`config.mk`:
```
export PLATFORM = sky130hd
export DESIGN_NAME = sliding_window_rate_meter_unit
export DESIGN_NICKNAME = d
export VERILOG_FILES = /design/src/design/swrm_pkg.sv /design/src/design/sliding_window_rate_meter_unit.sv /design/src/design/swrm_front.sv /design/src/design/swrm_div.sv /design/src/design/swrm_sqrt.sv /design/src/design/swrm_engine.sv
export SDC_FILE = /design/constraint.sdc
export NUM_CORES = 2
export LEC_CHECK = 0
export BUFFER_PORTS_ARGS = -buffer_cell sky130_fd_sc_hd__buf_4
export CORE_MARGIN = 1.5
export CORE_UTILIZATION = 50
export CTS_BUF_LIST = sky130_fd_sc_hd__clkbuf_4 sky130_fd_sc_hd__clkbuf_8
export CTS_CLUSTER_SIZE = 24
export DETAILED_ROUTE_END_ITERATION = 16
export PLACE_DENSITY = 0.66
export SLEW_MARGIN = 20
export SYNTH_ARGS = -nofsm -noshare
export SYNTH_HDL_FRONTEND = slang
export SYNTH_SLANG_ARGS = --single-unit
```
`constraint.sdc`:
```
create_clock -name clk -period 30.3 [get_ports clk]
set_input_delay 6.06 -clock clk [delete_from_list [all_inputs] [get_ports clk]]
set_output_delay 6.06 -clock clk [all_outputs]
set_load 0.03 [all_outputs]
```
`src/design/swrm_pkg.sv`:
```
// ----------------------------------------------------------------------------
// swrm_pkg
// shared types and constants of the sliding window rate meter
// ----------------------------------------------------------------------------
package swrm_pkg;

  localparam int T_W      = 63;   // timestamp width
  localparam int SPAN_W   = 40;   // window span width, also divisor width
  localparam int STAT_W   = 40;   // Q32.8 statistics width
  localparam int SQ_IN_W  = 2 * STAT_W;
  localparam int MEAN_FRAC = 8;
  localparam int VAR_FRAC  = 16;

  localparam logic [STAT_W-1:0] STAT_MAX   = {STAT_W{1'b1}};
  localparam logic [SPAN_W-1:0] SPAN_RESET = 40'd1000000000;

  // register index, taken from paddr[3]
  localparam logic REG_SPAN  = 1'b0;
  localparam logic REG_START = 1'b1;

  typedef enum logic [0:0] {
    OP_HIT   = 1'b0,
    OP_QUERY = 1'b1
  } op_t;

  typedef struct packed {
    op_t            op;
    logic [T_W-1:0] time_ns;
  } item_t;

  typedef struct packed {
    logic              available;
    logic [STAT_W-1:0] mean;
    logic [STAT_W-1:0] std;
  } result_t;

endpackage

```
`src/design/sliding_window_rate_meter_unit.sv`:
```
// ----------------------------------------------------------------------------
// sliding_window_rate_meter_unit
// bucketed sliding-window hit counter with mean and deviation queries
// ----------------------------------------------------------------------------
// Each request transaction carries a timestamp and is either a hit or a
// query. A two-entry queue in the front end takes requests while the back end
// works; the back end handles one request at a time. Every request in the
// window first runs a restoring divide (time - oldest start) / span, one bit
// per cycle over DIVN_W bits (95 at default sizes), then clears one bucket
// per cycle for each window slid past, up to HISTORY_DEPTH. A hit then
// updates its bucket and gives no response. A query sums the buckets, one
// per cycle, runs a second divide for the mean and, with more than one
// bucket, computes the squared deviations on a single 19x19 multiplier, a
// third divide for the variance and a bit-serial square root. A request
// earlier than the oldest window skips the divide: a hit is dropped and a
// query is answered with no statistics available. The response sits in an
// output register, so the next request is taken while a response waits.
// Writing the start time register restarts the meter at once.
// ----------------------------------------------------------------------------
module sliding_window_rate_meter_unit #(
  parameter int HISTORY_DEPTH = 16,
  parameter int COUNT_WIDTH   = 32
) (
  input  logic                          clk,
  input  logic                          rst,
  // request channel
  input  logic                          req_valid,
  output logic                          req_ready,
  input  logic                          req_type,
  input  logic [swrm_pkg::T_W-1:0]      time_ns,
  // response channel
  output logic                          rsp_valid,
  input  logic                          rsp_ready,
  output logic                          available,
  output logic [swrm_pkg::STAT_W-1:0]   mean_per_window,
  output logic [swrm_pkg::STAT_W-1:0]   std_per_window,
  // configuration port
  input  logic                          psel,
  input  logic                          penable,
  input  logic                          pwrite,
  input  logic [3:0]                    paddr,
  input  logic [63:0]                   pwdata,
  output logic [63:0]                   prdata,
  output logic                          pready
);

  logic [swrm_pkg::SPAN_W-1:0] window_span_ns;
  logic [swrm_pkg::T_W-1:0]    start_ns;
  logic                        cfg_wr;
  logic                        restart;

  logic                        q_valid;
  swrm_pkg::item_t             q_item;
  logic                        q_pop;
  logic                        res_valid;
  swrm_pkg::result_t           res;
  logic                        res_ready;
  swrm_pkg::result_t           rsp;

  // register file: span at 0x0, start time at 0x8
  assign pready  = 1'b1;
  assign cfg_wr  = psel && penable && pwrite && pready;
  assign restart = cfg_wr && (paddr[3] == swrm_pkg::REG_START);

  always_ff @(posedge clk) begin
    if (rst) begin
      window_span_ns <= swrm_pkg::SPAN_RESET;
      start_ns       <= '0;
    end else if (cfg_wr) begin
      if (paddr[3] == swrm_pkg::REG_SPAN) begin
        window_span_ns <= pwdata[swrm_pkg::SPAN_W-1:0];
      end else begin
        start_ns <= pwdata[swrm_pkg::T_W-1:0];
      end
    end
  end

  always_comb begin
    case (paddr[3])
      swrm_pkg::REG_SPAN: prdata = 64'(window_span_ns);
      default:            prdata = 64'(start_ns);
    endcase
  end

  swrm_front u_front (
    .clk       (clk),
    .rst       (rst),
    .req_valid (req_valid),
    .req_ready (req_ready),
    .req_type  (req_type),
    .time_ns   (time_ns),
    .q_valid   (q_valid),
    .q_item    (q_item),
    .q_pop     (q_pop)
  );

  swrm_engine #(
    .HISTORY_DEPTH (HISTORY_DEPTH),
    .COUNT_WIDTH   (COUNT_WIDTH)
  ) u_engine (
    .clk        (clk),
    .rst        (rst),
    .span       (window_span_ns),
    .restart    (restart),
    .load_start (pwdata[swrm_pkg::T_W-1:0]),
    .q_valid    (q_valid),
    .q_item     (q_item),
    .q_pop      (q_pop),
    .res_valid  (res_valid),
    .res        (res),
    .res_ready  (res_ready)
  );

  // response register, reloads as soon as the held transaction is taken
  assign res_ready = !rsp_valid || rsp_ready;

  always_ff @(posedge clk) begin
    if (res_valid && res_ready) begin
      rsp <= res;
    end
  end

  always_ff @(posedge clk) begin
    if (rst) begin
      rsp_valid <= 1'b0;
    end else if (res_ready) begin
      rsp_valid <= res_valid;
    end
  end

  assign available       = rsp.available;
  assign mean_per_window = rsp.mean;
  assign std_per_window  = rsp.std;

endmodule

```
`src/design/swrm_front.sv`:
```
// ----------------------------------------------------------------------------
// swrm_front
// accepts request transactions, classifies them and queues them for the engine
// ----------------------------------------------------------------------------
module swrm_front (
  input  logic                   clk,
  input  logic                   rst,
  input  logic                   req_valid,
  output logic                   req_ready,
  input  logic                   req_type,
  input  logic [swrm_pkg::T_W-1:0] time_ns,
  output logic                   q_valid,
  output swrm_pkg::item_t        q_item,
  input  logic                   q_pop
);

  swrm_pkg::item_t mem [2];
  logic       wr_ptr;
  logic       rd_ptr;
  logic [1:0] count;
  logic       push;
  swrm_pkg::item_t item_in;

  always_comb begin
    item_in.op      = req_type ? swrm_pkg::OP_QUERY : swrm_pkg::OP_HIT;
    item_in.time_ns = time_ns;
  end

  assign req_ready = (count != 2'd2);
  assign push      = req_valid && req_ready;
  assign q_valid   = (count != 2'd0);
  assign q_item    = mem[rd_ptr];

  always_ff @(posedge clk) begin
    if (push) begin
      mem[wr_ptr] <= item_in;
    end
  end

  always_ff @(posedge clk) begin
    if (rst) begin
      wr_ptr <= 1'b0;
      rd_ptr <= 1'b0;
      count  <= 2'd0;
    end else begin
      if (push) begin
        wr_ptr <= ~wr_ptr;
      end
      if (q_pop) begin
        rd_ptr <= ~rd_ptr;
      end
      count <= count + 2'(push) - 2'(q_pop);
    end
  end

endmodule

```
`src/design/swrm_div.sv`:
```
// ----------------------------------------------------------------------------
// swrm_div
// restoring divider, one quotient bit per cycle
// ----------------------------------------------------------------------------
module swrm_div #(
  parameter int NUM_W = 94,
  parameter int DEN_W = 40
) (
  input  logic             clk,
  input  logic             rst,
  input  logic             start,
  input  logic [NUM_W-1:0] num,
  input  logic [DEN_W-1:0] den,
  output logic             done,
  output logic [NUM_W-1:0] quot,
  output logic [DEN_W-1:0] rem
);

  localparam int CNT_W = $clog2(NUM_W + 1);

  logic [NUM_W-1:0] num_sh;
  logic [DEN_W-1:0] rem_r;
  logic [DEN_W-1:0] den_r;
  logic [CNT_W-1:0] cnt;
  logic             busy;
  logic [DEN_W:0]   trial;
  logic             ge;

  assign trial = {rem_r, num_sh[NUM_W-1]};
  assign ge    = (trial >= {1'b0, den_r});
  assign quot  = num_sh;
  assign rem   = rem_r;

  always_ff @(posedge clk) begin
    if (start) begin
      num_sh <= num;
      rem_r  <= '0;
      den_r  <= den;
    end else if (busy) begin
      num_sh <= {num_sh[NUM_W-2:0], ge};
      rem_r  <= ge ? DEN_W'(trial - {1'b0, den_r}) : trial[DEN_W-1:0];
    end
  end

  always_ff @(posedge clk) begin
    if (rst) begin
      busy <= 1'b0;
      done <= 1'b0;
      cnt  <= '0;
    end else begin
      done <= 1'b0;
      if (start) begin
        busy <= 1'b1;
        cnt  <= CNT_W'(NUM_W);
      end else if (busy) begin
        cnt <= cnt - 1'b1;
        if (cnt == CNT_W'(1)) begin
          busy <= 1'b0;
          done <= 1'b1;
        end
      end
    end
  end

endmodule

```
`src/design/swrm_sqrt.sv`:
```
// ----------------------------------------------------------------------------
// swrm_sqrt
// integer square root, one result bit per cycle
// ----------------------------------------------------------------------------
module swrm_sqrt (
  input  logic                         clk,
  input  logic                         rst,
  input  logic                         start,
  input  logic [swrm_pkg::SQ_IN_W-1:0] x,
  output logic                         done,
  output logic [swrm_pkg::STAT_W-1:0]  root
);

  localparam int R_W   = swrm_pkg::STAT_W;
  localparam int CNT_W = $clog2(R_W + 1);

  logic [2*R_W-1:0] xs;
  logic [R_W:0]     rem_r;
  logic [R_W-1:0]   root_r;
  logic [CNT_W-1:0] cnt;
  logic             busy;
  logic [R_W+2:0]   shifted;
  logic [R_W+2:0]   trial;
  logic             ge;

  assign shifted = {rem_r, xs[2*R_W-1:2*R_W-2]};
  assign trial   = {1'b0, root_r, 2'b01};
  assign ge      = (shifted >= trial);
  assign root    = root_r;

  always_ff @(posedge clk) begin
    if (start) begin
      xs     <= x;
      rem_r  <= '0;
      root_r <= '0;
    end else if (busy) begin
      xs     <= {xs[2*R_W-3:0], 2'b00};
      rem_r  <= ge ? (R_W+1)'(shifted - trial) : shifted[R_W:0];
      root_r <= {root_r[R_W-2:0], ge};
    end
  end

  always_ff @(posedge clk) begin
    if (rst) begin
      busy <= 1'b0;
      done <= 1'b0;
      cnt  <= '0;
    end else begin
      done <= 1'b0;
      if (start) begin
        busy <= 1'b1;
        cnt  <= CNT_W'(R_W);
      end else if (busy) begin
        cnt <= cnt - 1'b1;
        if (cnt == CNT_W'(1)) begin
          busy <= 1'b0;
          done <= 1'b1;
        end
      end
    end
  end

endmodule

```
`src/design/swrm_engine.sv`:
```
// ----------------------------------------------------------------------------
// swrm_engine
// back end: window slide, bucket update and query statistics sequencer
// ----------------------------------------------------------------------------
module swrm_engine #(
  parameter int HISTORY_DEPTH = 16,
  parameter int COUNT_WIDTH   = 32
) (
  input  logic                          clk,
  input  logic                          rst,
  input  logic [swrm_pkg::SPAN_W-1:0]   span,
  input  logic                          restart,
  input  logic [swrm_pkg::T_W-1:0]      load_start,
  input  logic                          q_valid,
  input  swrm_pkg::item_t               q_item,
  output logic                          q_pop,
  output logic                          res_valid,
  output swrm_pkg::result_t             res,
  input  logic                          res_ready
);

  localparam int HD     = HISTORY_DEPTH;
  localparam int CW     = COUNT_WIDTH;
  localparam int T_W    = swrm_pkg::T_W;
  localparam int SPAN_W = swrm_pkg::SPAN_W;
  localparam int STAT_W = swrm_pkg::STAT_W;
  localparam int IDX_W  = (HD > 1) ? $clog2(HD) : 1;
  localparam int N_W    = $clog2(HD + 1);
  localparam int SUM_W  = CW + N_W;
  localparam int DV_W   = CW + N_W;
  localparam int HALF   = (DV_W + 1) / 2;
  localparam int ACC_W  = 2 * DV_W + N_W;
  localparam int DD_W   = 2 * N_W + IDX_W;
  localparam int NUM_A  = (ACC_W + swrm_pkg::VAR_FRAC > T_W) ?
                          ACC_W + swrm_pkg::VAR_FRAC : T_W;
  localparam int DIVN_W = (SUM_W + swrm_pkg::MEAN_FRAC > NUM_A) ?
                          SUM_W + swrm_pkg::MEAN_FRAC : NUM_A;
  localparam int XW     = (DIVN_W > swrm_pkg::SQ_IN_W) ? DIVN_W : swrm_pkg::SQ_IN_W + 1;
  localparam logic [IDX_W-1:0] LAST_IDX = IDX_W'(HD - 1);

  typedef enum logic [12:0] {
    S_IDLE = 13'b0000000000001,
    S_SDIV = 13'b0000000000010,
    S_CLR  = 13'b0000000000100,
    S_HIT  = 13'b0000000001000,
    S_SUM  = 13'b0000000010000,
    S_MDIV = 13'b0000000100000,
    S_VNC  = 13'b0000001000000,
    S_VDV  = 13'b0000010000000,
    S_VMUL = 13'b0000100000000,
    S_VACC = 13'b0001000000000,
    S_VDIV = 13'b0010000000000,
    S_SQRT = 13'b0100000000000,
    S_EMIT = 13'b1000000000000
  } state_t;

  typedef enum logic [1:0] {
    M_LL = 2'd0,
    M_LH = 2'd1,
    M_HH = 2'd2
  } mstep_t;

  state_t state;

  logic [CW-1:0]      buckets [HD];
  logic [IDX_W-1:0]   head;
  logic [T_W-1:0]     oldest;
  logic [T_W-1:0]     span_mul;
  swrm_pkg::op_t      op;
  logic [T_W-1:0]     t_r;
  logic [IDX_W-1:0]   idx;
  logic [IDX_W-1:0]   i;
  logic [N_W-1:0]     clr_cnt;
  logic [SUM_W-1:0]   sum;
  logic [2*N_W-1:0]   nn;
  logic [DD_W-1:0]    dd;
  logic [DV_W-1:0]    nc;
  logic [DV_W-1:0]    dv;
  logic [2*HALF-1:0]  prod;
  mstep_t             mstep;
  logic [ACC_W-1:0]   acc;
  logic               avail;
  logic [STAT_W-1:0]  mean;
  logic [STAT_W-1:0]  std;

  // divider and root unit control
  logic               div_go;
  logic [DIVN_W-1:0]  div_num;
  logic [SPAN_W-1:0]  div_den;
  logic               div_done;
  logic [DIVN_W-1:0]  div_quot;
  logic [SPAN_W-1:0]  div_rem;
  logic               sq_go;
  logic [swrm_pkg::SQ_IN_W-1:0] sq_x;
  logic               sq_done;
  logic [STAT_W-1:0]  sq_root;

  // combinational helpers
  logic [SPAN_W-1:0]  span_eff;
  logic [IDX_W:0]     slot_sum;
  logic [IDX_W-1:0]   rd_slot;
  logic [CW-1:0]      bucket_rd;
  logic [N_W-1:0]     n_cur;
  logic [SUM_W-1:0]   sum_new;
  logic [T_W-1:0]     qv;
  logic [T_W-1:0]     kv;
  logic [2*HALF-1:0]  dv_ext;
  logic [HALF-1:0]    mul_a;
  logic [HALF-1:0]    mul_b;
  logic [ACC_W-1:0]   acc_term;
  logic [ACC_W-1:0]   acc_new;
  logic [XW-1:0]      x_ext;

  assign span_eff  = (span == '0) ? SPAN_W'(1) : span;
  assign slot_sum  = {1'b0, head} + {1'b0, i};
  assign rd_slot   = (slot_sum >= (IDX_W+1)'(HD)) ? IDX_W'(slot_sum - (IDX_W+1)'(HD))
                                                  : slot_sum[IDX_W-1:0];
  assign bucket_rd = buckets[rd_slot];
  assign n_cur     = N_W'(idx) + N_W'(1);
  assign sum_new   = sum + SUM_W'(bucket_rd);
  assign qv        = div_quot[T_W-1:0];
  assign kv        = qv - T_W'(HD - 1);
  assign dv_ext    = (2*HALF)'(dv);
  assign x_ext     = XW'(div_quot);

  always_comb begin
    case (mstep)
      M_LL: begin
        mul_a    = dv_ext[HALF-1:0];
        mul_b    = dv_ext[HALF-1:0];
      end
      M_LH: begin
        mul_a    = dv_ext[HALF-1:0];
        mul_b    = dv_ext[2*HALF-1:HALF];
      end
      default: begin
        mul_a    = dv_ext[2*HALF-1:HALF];
        mul_b    = dv_ext[2*HALF-1:HALF];
      end
    endcase
    case (mstep)
      M_LL:    acc_term = ACC_W'(prod);
      M_LH:    acc_term = ACC_W'(prod) << (HALF + 1);
      default: acc_term = ACC_W'(prod) << (2 * HALF);
    endcase
  end

  assign acc_new = acc + acc_term;

  assign q_pop     = (state == S_IDLE) && q_valid;
  assign res_valid = (state == S_EMIT);
  assign res.available = avail;
  assign res.mean      = mean;
  assign res.std       = std;

  // (HD-1) windows expressed in ns, refreshed every cycle
  always_ff @(posedge clk) begin
    span_mul <= T_W'(span_eff) * T_W'(LAST_IDX);
  end

  // datapath registers
  always_ff @(posedge clk) begin
    div_go <= 1'b0;
    sq_go  <= 1'b0;
    case (state)
      S_IDLE: begin
        op  <= q_item.op;
        t_r <= q_item.time_ns;
        if (q_valid) begin
          avail <= 1'b0;
          mean  <= '0;
          std   <= '0;
          div_go  <= (q_item.time_ns >= oldest);
          div_num <= DIVN_W'(q_item.time_ns - oldest);
          div_den <= span_eff;
        end
      end
      S_SDIV: begin
        sum <= '0;
        if (div_done) begin
          if (qv >= T_W'(HD)) begin
            clr_cnt <= (kv < T_W'(HD)) ? N_W'(kv) : N_W'(HD);
            idx     <= LAST_IDX;
            i       <= LAST_IDX;
          end else begin
            idx <= qv[IDX_W-1:0];
            i   <= (op == swrm_pkg::OP_HIT) ? qv[IDX_W-1:0] : '0;
          end
        end
      end
      S_CLR: begin
        clr_cnt <= clr_cnt - 1'b1;
        if (op == swrm_pkg::OP_QUERY) begin
          i <= '0;
        end
      end
      S_SUM: begin
        sum <= sum_new;
        nn  <= n_cur * n_cur;
        if (i == idx) begin
          div_go  <= 1'b1;
          div_num <= DIVN_W'(sum_new) << swrm_pkg::MEAN_FRAC;
          div_den <= SPAN_W'(n_cur);
        end else begin
          i <= i + 1'b1;
        end
      end
      S_MDIV: begin
        dd  <= DD_W'(nn) * DD_W'(idx);
        acc <= '0;
        i   <= '0;
        if (div_done) begin
          avail <= 1'b1;
          mean  <= (x_ext > XW'(swrm_pkg::STAT_MAX)) ? swrm_pkg::STAT_MAX
                                                     : div_quot[STAT_W-1:0];
        end
      end
      S_VNC: begin
        nc <= DV_W'(n_cur) * DV_W'(bucket_rd);
      end
      S_VDV: begin
        dv    <= (nc >= DV_W'(sum)) ? nc - DV_W'(sum) : DV_W'(sum) - nc;
        mstep <= M_LL;
      end
      S_VMUL: begin
        prod <= mul_a * mul_b;
      end
      S_VACC: begin
        acc <= acc_new;
        if (mstep == M_HH) begin
          if (i == idx) begin
            div_go  <= 1'b1;
            div_num <= DIVN_W'(acc_new) << swrm_pkg::VAR_FRAC;
            div_den <= SPAN_W'(dd);
          end else begin
            i <= i + 1'b1;
          end
        end else begin
          mstep <= (mstep == M_LL) ? M_LH : M_HH;
        end
      end
      S_VDIV: begin
        if (div_done) begin
          sq_x  <= div_quot[swrm_pkg::SQ_IN_W-1:0];
          sq_go <= ~|x_ext[XW-1:swrm_pkg::SQ_IN_W];
          if (|x_ext[XW-1:swrm_pkg::SQ_IN_W]) begin
            std <= swrm_pkg::STAT_MAX;
          end
        end
      end
      S_SQRT: begin
        if (sq_done) begin
          std <= sq_root;
        end
      end
      default: begin
      end
    endcase
  end

  // control state, ring and window start
  always_ff @(posedge clk) begin
    if (rst) begin
      state  <= S_IDLE;
      head   <= '0;
      oldest <= '0;
      for (int b = 0; b < HD; b++) begin
        buckets[b] <= '0;
      end
    end else if (restart) begin
      head   <= '0;
      oldest <= load_start;
      for (int b = 0; b < HD; b++) begin
        buckets[b] <= '0;
      end
    end else begin
      case (state)
        S_IDLE: begin
          if (q_valid) begin
            if (q_item.time_ns >= oldest) begin
              state <= S_SDIV;
            end else if (q_item.op == swrm_pkg::OP_QUERY) begin
              state <= S_EMIT;
            end
          end
        end
        S_SDIV: begin
          if (div_done) begin
            if (qv >= T_W'(HD)) begin
              oldest <= t_r - T_W'(div_rem) - span_mul;
              state  <= S_CLR;
            end else begin
              state <= (op == swrm_pkg::OP_HIT) ? S_HIT : S_SUM;
            end
          end
        end
        S_CLR: begin
          buckets[head] <= '0;
          head <= (head == LAST_IDX) ? '0 : head + 1'b1;
          if (clr_cnt == N_W'(1)) begin
            state <= (op == swrm_pkg::OP_HIT) ? S_HIT : S_SUM;
          end
        end
        S_HIT: begin
          if (bucket_rd != {CW{1'b1}}) begin
            buckets[rd_slot] <= bucket_rd + 1'b1;
          end
          state <= S_IDLE;
        end
        S_SUM: begin
          if (i == idx) begin
            state <= S_MDIV;
          end
        end
        S_MDIV: begin
          if (div_done) begin
            state <= (idx == '0) ? S_EMIT : S_VNC;
          end
        end
        S_VNC:  state <= S_VDV;
        S_VDV:  state <= S_VMUL;
        S_VMUL: state <= S_VACC;
        S_VACC: begin
          if (mstep == M_HH) begin
            state <= (i == idx) ? S_VDIV : S_VNC;
          end else begin
            state <= S_VMUL;
          end
        end
        S_VDIV: begin
          if (div_done) begin
            state <= (|x_ext[XW-1:swrm_pkg::SQ_IN_W]) ? S_EMIT : S_SQRT;
          end
        end
        S_SQRT: begin
          if (sq_done) begin
            state <= S_EMIT;
          end
        end
        S_EMIT: begin
          if (res_ready) begin
            state <= S_IDLE;
          end
        end
        default: state <= S_IDLE;
      endcase
    end
  end

  swrm_div #(
    .NUM_W (DIVN_W),
    .DEN_W (SPAN_W)
  ) u_div (
    .clk   (clk),
    .rst   (rst),
    .start (div_go),
    .num   (div_num),
    .den   (div_den),
    .done  (div_done),
    .quot  (div_quot),
    .rem   (div_rem)
  );

  swrm_sqrt u_sqrt (
    .clk   (clk),
    .rst   (rst),
    .start (sq_go),
    .x     (sq_x),
    .done  (sq_done),
    .root  (sq_root)
  );

endmodule

```
# Word-level counts from Yosys, hierarchy flattened
# Memory sizes are Yosys's and may differ from the RTL's. A register that Yosys moved wholly into a read port is not among the register bits.
# Cells that the tools add are included.
dict set report totals {
  regBits 1295
  ram_bits 640
  input_bits 139
  out_inout_bits 148
  word_cells 319
  n_memories 2
}
dict set report op_classes {
  addsub 21
  n_mul 5
  n_lt_le_gt_ge 8
  eq_ne 37
  mux 129
  n_bitwise 22
  reduce_logical 47
}
# name words width rd rd_ports_with_merged_regs write_ports line_no
set memory_table {}
lappend memory_table {u_engine.buckets 16 32 1 0 16 swrm_engine.sv:65} ;# logic [CW-1:0] buckets [HD];
lappend memory_table {u_front.mem 2 64 1 1 1 swrm_front.sv:17} ;# swrm_pkg::item_t mem [2];
# op count
set ops {}
lappend ops {{32-bit 2-to-1 mux} 18}
lappend ops {{95-bit 2-to-1 mux} 6}
lappend ops {{40-bit 2-to-1 mux} 12}
lappend ops {{63-bit 2-to-1 mux} 5}
lappend ops {{95-bit case mux with 3 select lines} 1}
lappend ops {{40-bit case mux with 3 select lines} 2}
lappend ops {{13-bit 2-to-1 mux} 14}
lappend ops {{80-bit 2-to-1 mux} 2}
lappend ops {{79-bit case mux with 2 select lines} 1}
lappend ops {{13-bit case mux with 12 select lines} 1}
lappend ops {{76-bit case mux with 2 select lines} 1}
lappend ops {{95-bit by 40-bit > comparator with 1-bit output (second input constant)} 1}
lappend ops {{40-bit case mux with 2 select lines} 1}
lappend ops {{79-bit by 76-bit adder with 79-bit output} 1}
lappend ops {{37-bit case mux with 2 select lines} 1}
lappend ops {{37-bit subtractor} 2}
lappend ops {{32-bit OR reduction} 2}
lappend ops {{63-bit by 63-bit subtractor with 64-bit output} 1}
lappend ops {{63-bit by 5-bit >= comparator with 1-bit output (second input constant)} 1}
lappend ops {{63-bit >= comparator} 1}
lappend ops {{63-bit by 5-bit < comparator with 1-bit output (second input constant)} 1}
lappend ops {{63-bit by 4-bit subtractor with 63-bit output (second input constant)} 1}
lappend ops {{63-bit by 40-bit subtractor with 63-bit output} 1}
lappend ops {{63-bit by 44-bit subtractor with 63-bit output} 1}
lappend ops {{80 further kinds} 191}

# Longest topological paths before layout
# An unclocked memory read counts as a cell.
dict set report depth {
  word_depth 12
  depth_mapped 33
  depth_no_buf 28
}

# Modules after synthesis
# From an unflattened synthesis, not the netlist that was laid out.
dict set report unflattened {
  hier_cells 11611
  hier_area_um2 123234.4
}
# module n_inst cells_per_inst area_per_inst_um2 seq_area_each_um2
set modules_own_cells {}
lappend modules_own_cells {swrm_engine 1 8986 91724.2 36695.2}
lappend modules_own_cells {swrm_div 1 907 9989.6 5034.8}
lappend modules_own_cells {swrm_sqrt 1 909 9142.5 4184.0}
lappend modules_own_cells {sliding_window_rate_meter_unit 1 581 7523.5 4514.3}
lappend modules_own_cells {swrm_front 1 228 4854.7 3943.8}

# Worst setup path before layout
# No wires, ideal clock.
dict set report synth_path {
  kind {input to output}
  startpoint {in paddr[3]}
  endpoint {out prdata[10]}
  arrival_time_ps 7123
  required_time_ps 24240
  setup_slack_ps 17117
  stages 3
  path_cell_list {clkbuf_1 -> buf_1 -> mux2_2}
}
dict set report synth_via {
  elab_chain_cells 1
}
# element line_no
set synth_rtl {}
lappend synth_rtl {{start, declared} sliding_window_rate_meter_unit.sv:41} ;# input logic [3:0] paddr,
lappend synth_rtl {{63-bit 2-to-1 mux} sliding_window_rate_meter_unit.sv:79} ;# case (paddr[3])
lappend synth_rtl {{end, declared} sliding_window_rate_meter_unit.sv:43} ;# output logic [63:0] prdata,
# No other way between the ends.

# Worst setup path after layout
dict set report layout_path {
  startpoint {in paddr[3]}
  endpoint {out prdata[3]}
}
# The elaborated chain is that of the path after synthesis.

==> results_dict.tcl <==
set metrics [dict create \
    tightest_slew_ps 1210 \
    yosysMostFrequentCell "edfxtp_1" \
    power_frac_seq_pct 39.1 \
    finalCriticalPeriod_ps 13450 \
    area_growth_pct 10.1 \
    synth.largest_area_cell "edfxtp_1" \
    postLayoutCoreUtil_pct 55.3 \
    hold_violations 0 \
    endpoint_kind "output port" \
    gp_congestion 0.989 \
    worstHoldEndpoint "mean_per_window[38]$_DFFE_PP_" \
    cpPeakStageDelay_ps 670 \
    report.final.slew_viol_count 0 \
    ir_worst_vdd_v 0.0000705 \
    synthArstFlopShare_pct 0 \
    final.fill_count 20946 \
    p_leak_nw 53.5 \
    numClockSinks 1935 \
    first_iter_violations 8447 \
    drc 0 \
    post-dp-hpwl_um 261000 \
    pwr-share-clk_pct 25.8 \
    routed_via_density 5.87 \
    postCtsHoldBufs 0 \
    grt_pass1_vias 87884 \
    r2r-end "u_engine.prod[37]$_DFFE_PP_" \
    r2r_start "u_engine.mstep[1]$_SDFFCE_PN0P_" \
    portBuffers 280 \
    die_x_um 495 \
    pwr_density_cell_mw_per_mm2 72.9 \
    syn_area_mm2 0.121 \
    max_freq_ghz 0.0744 \
    clock_skew_ps 116 \
    synth_edf_count 1562 \
    dp_slack_ps 16880 \
    h-tree-depth 5 \
    grt_max_degree 95 \
    met2_usage_pct 44.9 \
    outcome "complete, no violations" \
    overflow 0 \
    syn_avg_cell_area_um2 10.6 \
    ff2ff_setup_slack_ps 21020 \
    fin_area_mm2 0.133 \
    antenna_found_initial 18 \
    clockBufferDepth 4 \
    p_sw_mw 3.56 \
    arrival_ps 7390 \
    setup_viol 0 \
    rows 180 \
    rr_worst_depth 26 \
    synth-seq-area-share_pct 45.0 \
    synth.area.top_cells "edfxtp_1, fa_1, ha_1" \
    crit_path_frequent_cell "buf_4" \
    wl_per_cell_um 23.5 \
    max_cap_violations 0 \
    yosysUniqueCellTypes 102 \
    post-synth-top-area-fraction_pct 38.8 \
    grt.busiest_layer "met2" \
    worstHoldPathCells 0 \
    coreArea_mm2 0.241 \
    dieArea_mm2 0.245 \
    worst-path-buf-inv 2 \
    synthCells 11452 \
    path_delay_family "buffers and inverters" \
    startpoint_type "input port" \
    holdCritPathClass "reg2reg" \
    cts_buffers 344 \
    synth.ff_latch_count 1935 \
    power.internal_mw 6.14 \
    cts.clk_slew.worst_paths_ps 70 \
    die_y_um 495 \
    ant_nets 0 \
    path_class "in2out" \
    cts_resized 0 \
    grt_first_pass_wirelength_um 536000 \
    crit_slowest_cell "buf_4" \
    switching_share_pct 36.7 \
    initial_utilization_pct 50.2 \
    synth_common_cells "edfxtp_1, nor2_1, nand2_1" \
    crit_fanout 94 \
    setup_ws_ps 16850 \
    drt_pass1_iterations 6 \
    combPwrFrac_pct 35.1 \
    postCtsSetupRepairBufs 0 \
    finalSetupTns_ps 0 \
    dpl_cell_area_mm2 0.126 \
    cts_tree "done" \
    clk_latency_ps 1100 \
    hold_start "u_engine.mean[38]$_SDFFCE_PN0P_" \
    track_usage_pct 28.8 \
    slew_headroom_pct 18.0 \
    use_met3_pct 6.00 \
    cp.required_ps 24240 \
    path_depth 3 \
    final_nets 12980 \
    use_met1_pct 40.1 \
    fin_crit_sh_pct 44.4 \
    wirelength_um 355000 \
    cp_cell_sequence "buf_4, mux2_2, buf_4" \
    clockRootBuffer "clkbuf_8" \
    io-pin-count 287 \
    synth_warnings 0 \
    layout-drive-gt1-share_pct 13.1 \
    rsz0062_at_grt "no" \
    num_vias 88833 \
    synth_ff_type "edfxtp_1" \
]
-- how the worst max path moves through the flow --
stage | start | end
CTS | paddr[3] | prdata[7]
finish | paddr[3] | prdata[3]
detailed placement | paddr[3] | prdata[7]
global placement | paddr[3] | prdata[7]
global route | paddr[3] | prdata[4]
floorplan | paddr[3] | prdata[10]
-- power groups by stage --
| stage | Combinational (mW) | Sequential (mW) | Clock (mW) |
|---|---|---|---|
| detailed placement | 3.31 | 3.84 | 0 |
| finish | 3.40 | 3.79 | 2.50 |
| floorplan | 2.37 | 3.72 | 0 |
| global route | 3.69 | 3.83 | 2.66 |
| global placement | 3.26 | 3.82 | 0 |
| CTS | 3.34 | 3.78 | 2.54 |
-- registers in the layout, summed over array words and instances (netlist names), 63 cells and up, named ones only --
signal	cells
u_engine.buckets	512
u_front.mem	128
u_engine.div_num	95
u_engine.u_div.quot	95
u_engine.sq_x	80
u_engine.u_sqrt.xs	80
u_engine.acc	79
start_ns	63
u_engine.oldest	63
u_engine.t_r	63
-- metrics by stage --
step / total power [mW] / cells / hold slack (ps)
6_report: 9.70 / 15126 / 387
5_1_grt: 10.2 / 15124 / 390
4_1_cts: 9.67 / 15117 / 378
3_5_place_dp: 7.15 / 14520 / 405
3_3_place_gp: 7.08 / 14520 / 404
2_1_floorplan: 6.09 / 11455 / 400
-- layout by cell type, fill, tap and decap left out, drive strengths merged, types with 128 or more instances in the layout --
cell    synthesis  routed
mux4          128     128
a21o          294     294
buf           154     443
ha            641     641
nand3         150     150
xnor2         306     306
o21ai         387     387
fa            517     517
a21oi         656     656
nor2         1397    1397
clkbuf        408     485
edfxtp       1562    1562
mux2          287     287
nand2        1164    1164
mux2i         174     174
and2          175     175
xor2          188     188
dfxtp         373     373
inv          1007    1009
-- per-layer routing --
layer  part of all wire (%)  wire (um)
met2                     45     160000
met4                    3.2      11500
met5                 0.0034         12
met1                     43     153000
met3                    8.8      31100
-- kinds of logic after synthesis --
family	after synthesis	synth area share, %
compound gates	2152	11.6
other cells	2	0.00621
fa+ha+maj	1158	15.2
xor+xnor	494	3.60
flops	1935	45.0
mux	589	6.51
buf+inv	1572	5.15
simple gates	3550	13.0
-- cell type report --
class | count | area (um^2) | area share [%]
repair buffers | 444 | 3370 | 2.53
clock inverters | 113 | 951 | 0.715
flip-flops and latches | 1935 | 54400 | 40.9
well taps | 3185 | 3990 | 3.00
clock buffers | 484 | 5970 | 4.49
diodes | 7 | 17.5 | 0.0132
multi-input cells | 7948 | 60500 | 45.5
inverters | 1010 | 3790 | 2.85
Power figures use the tool's default switching activity.
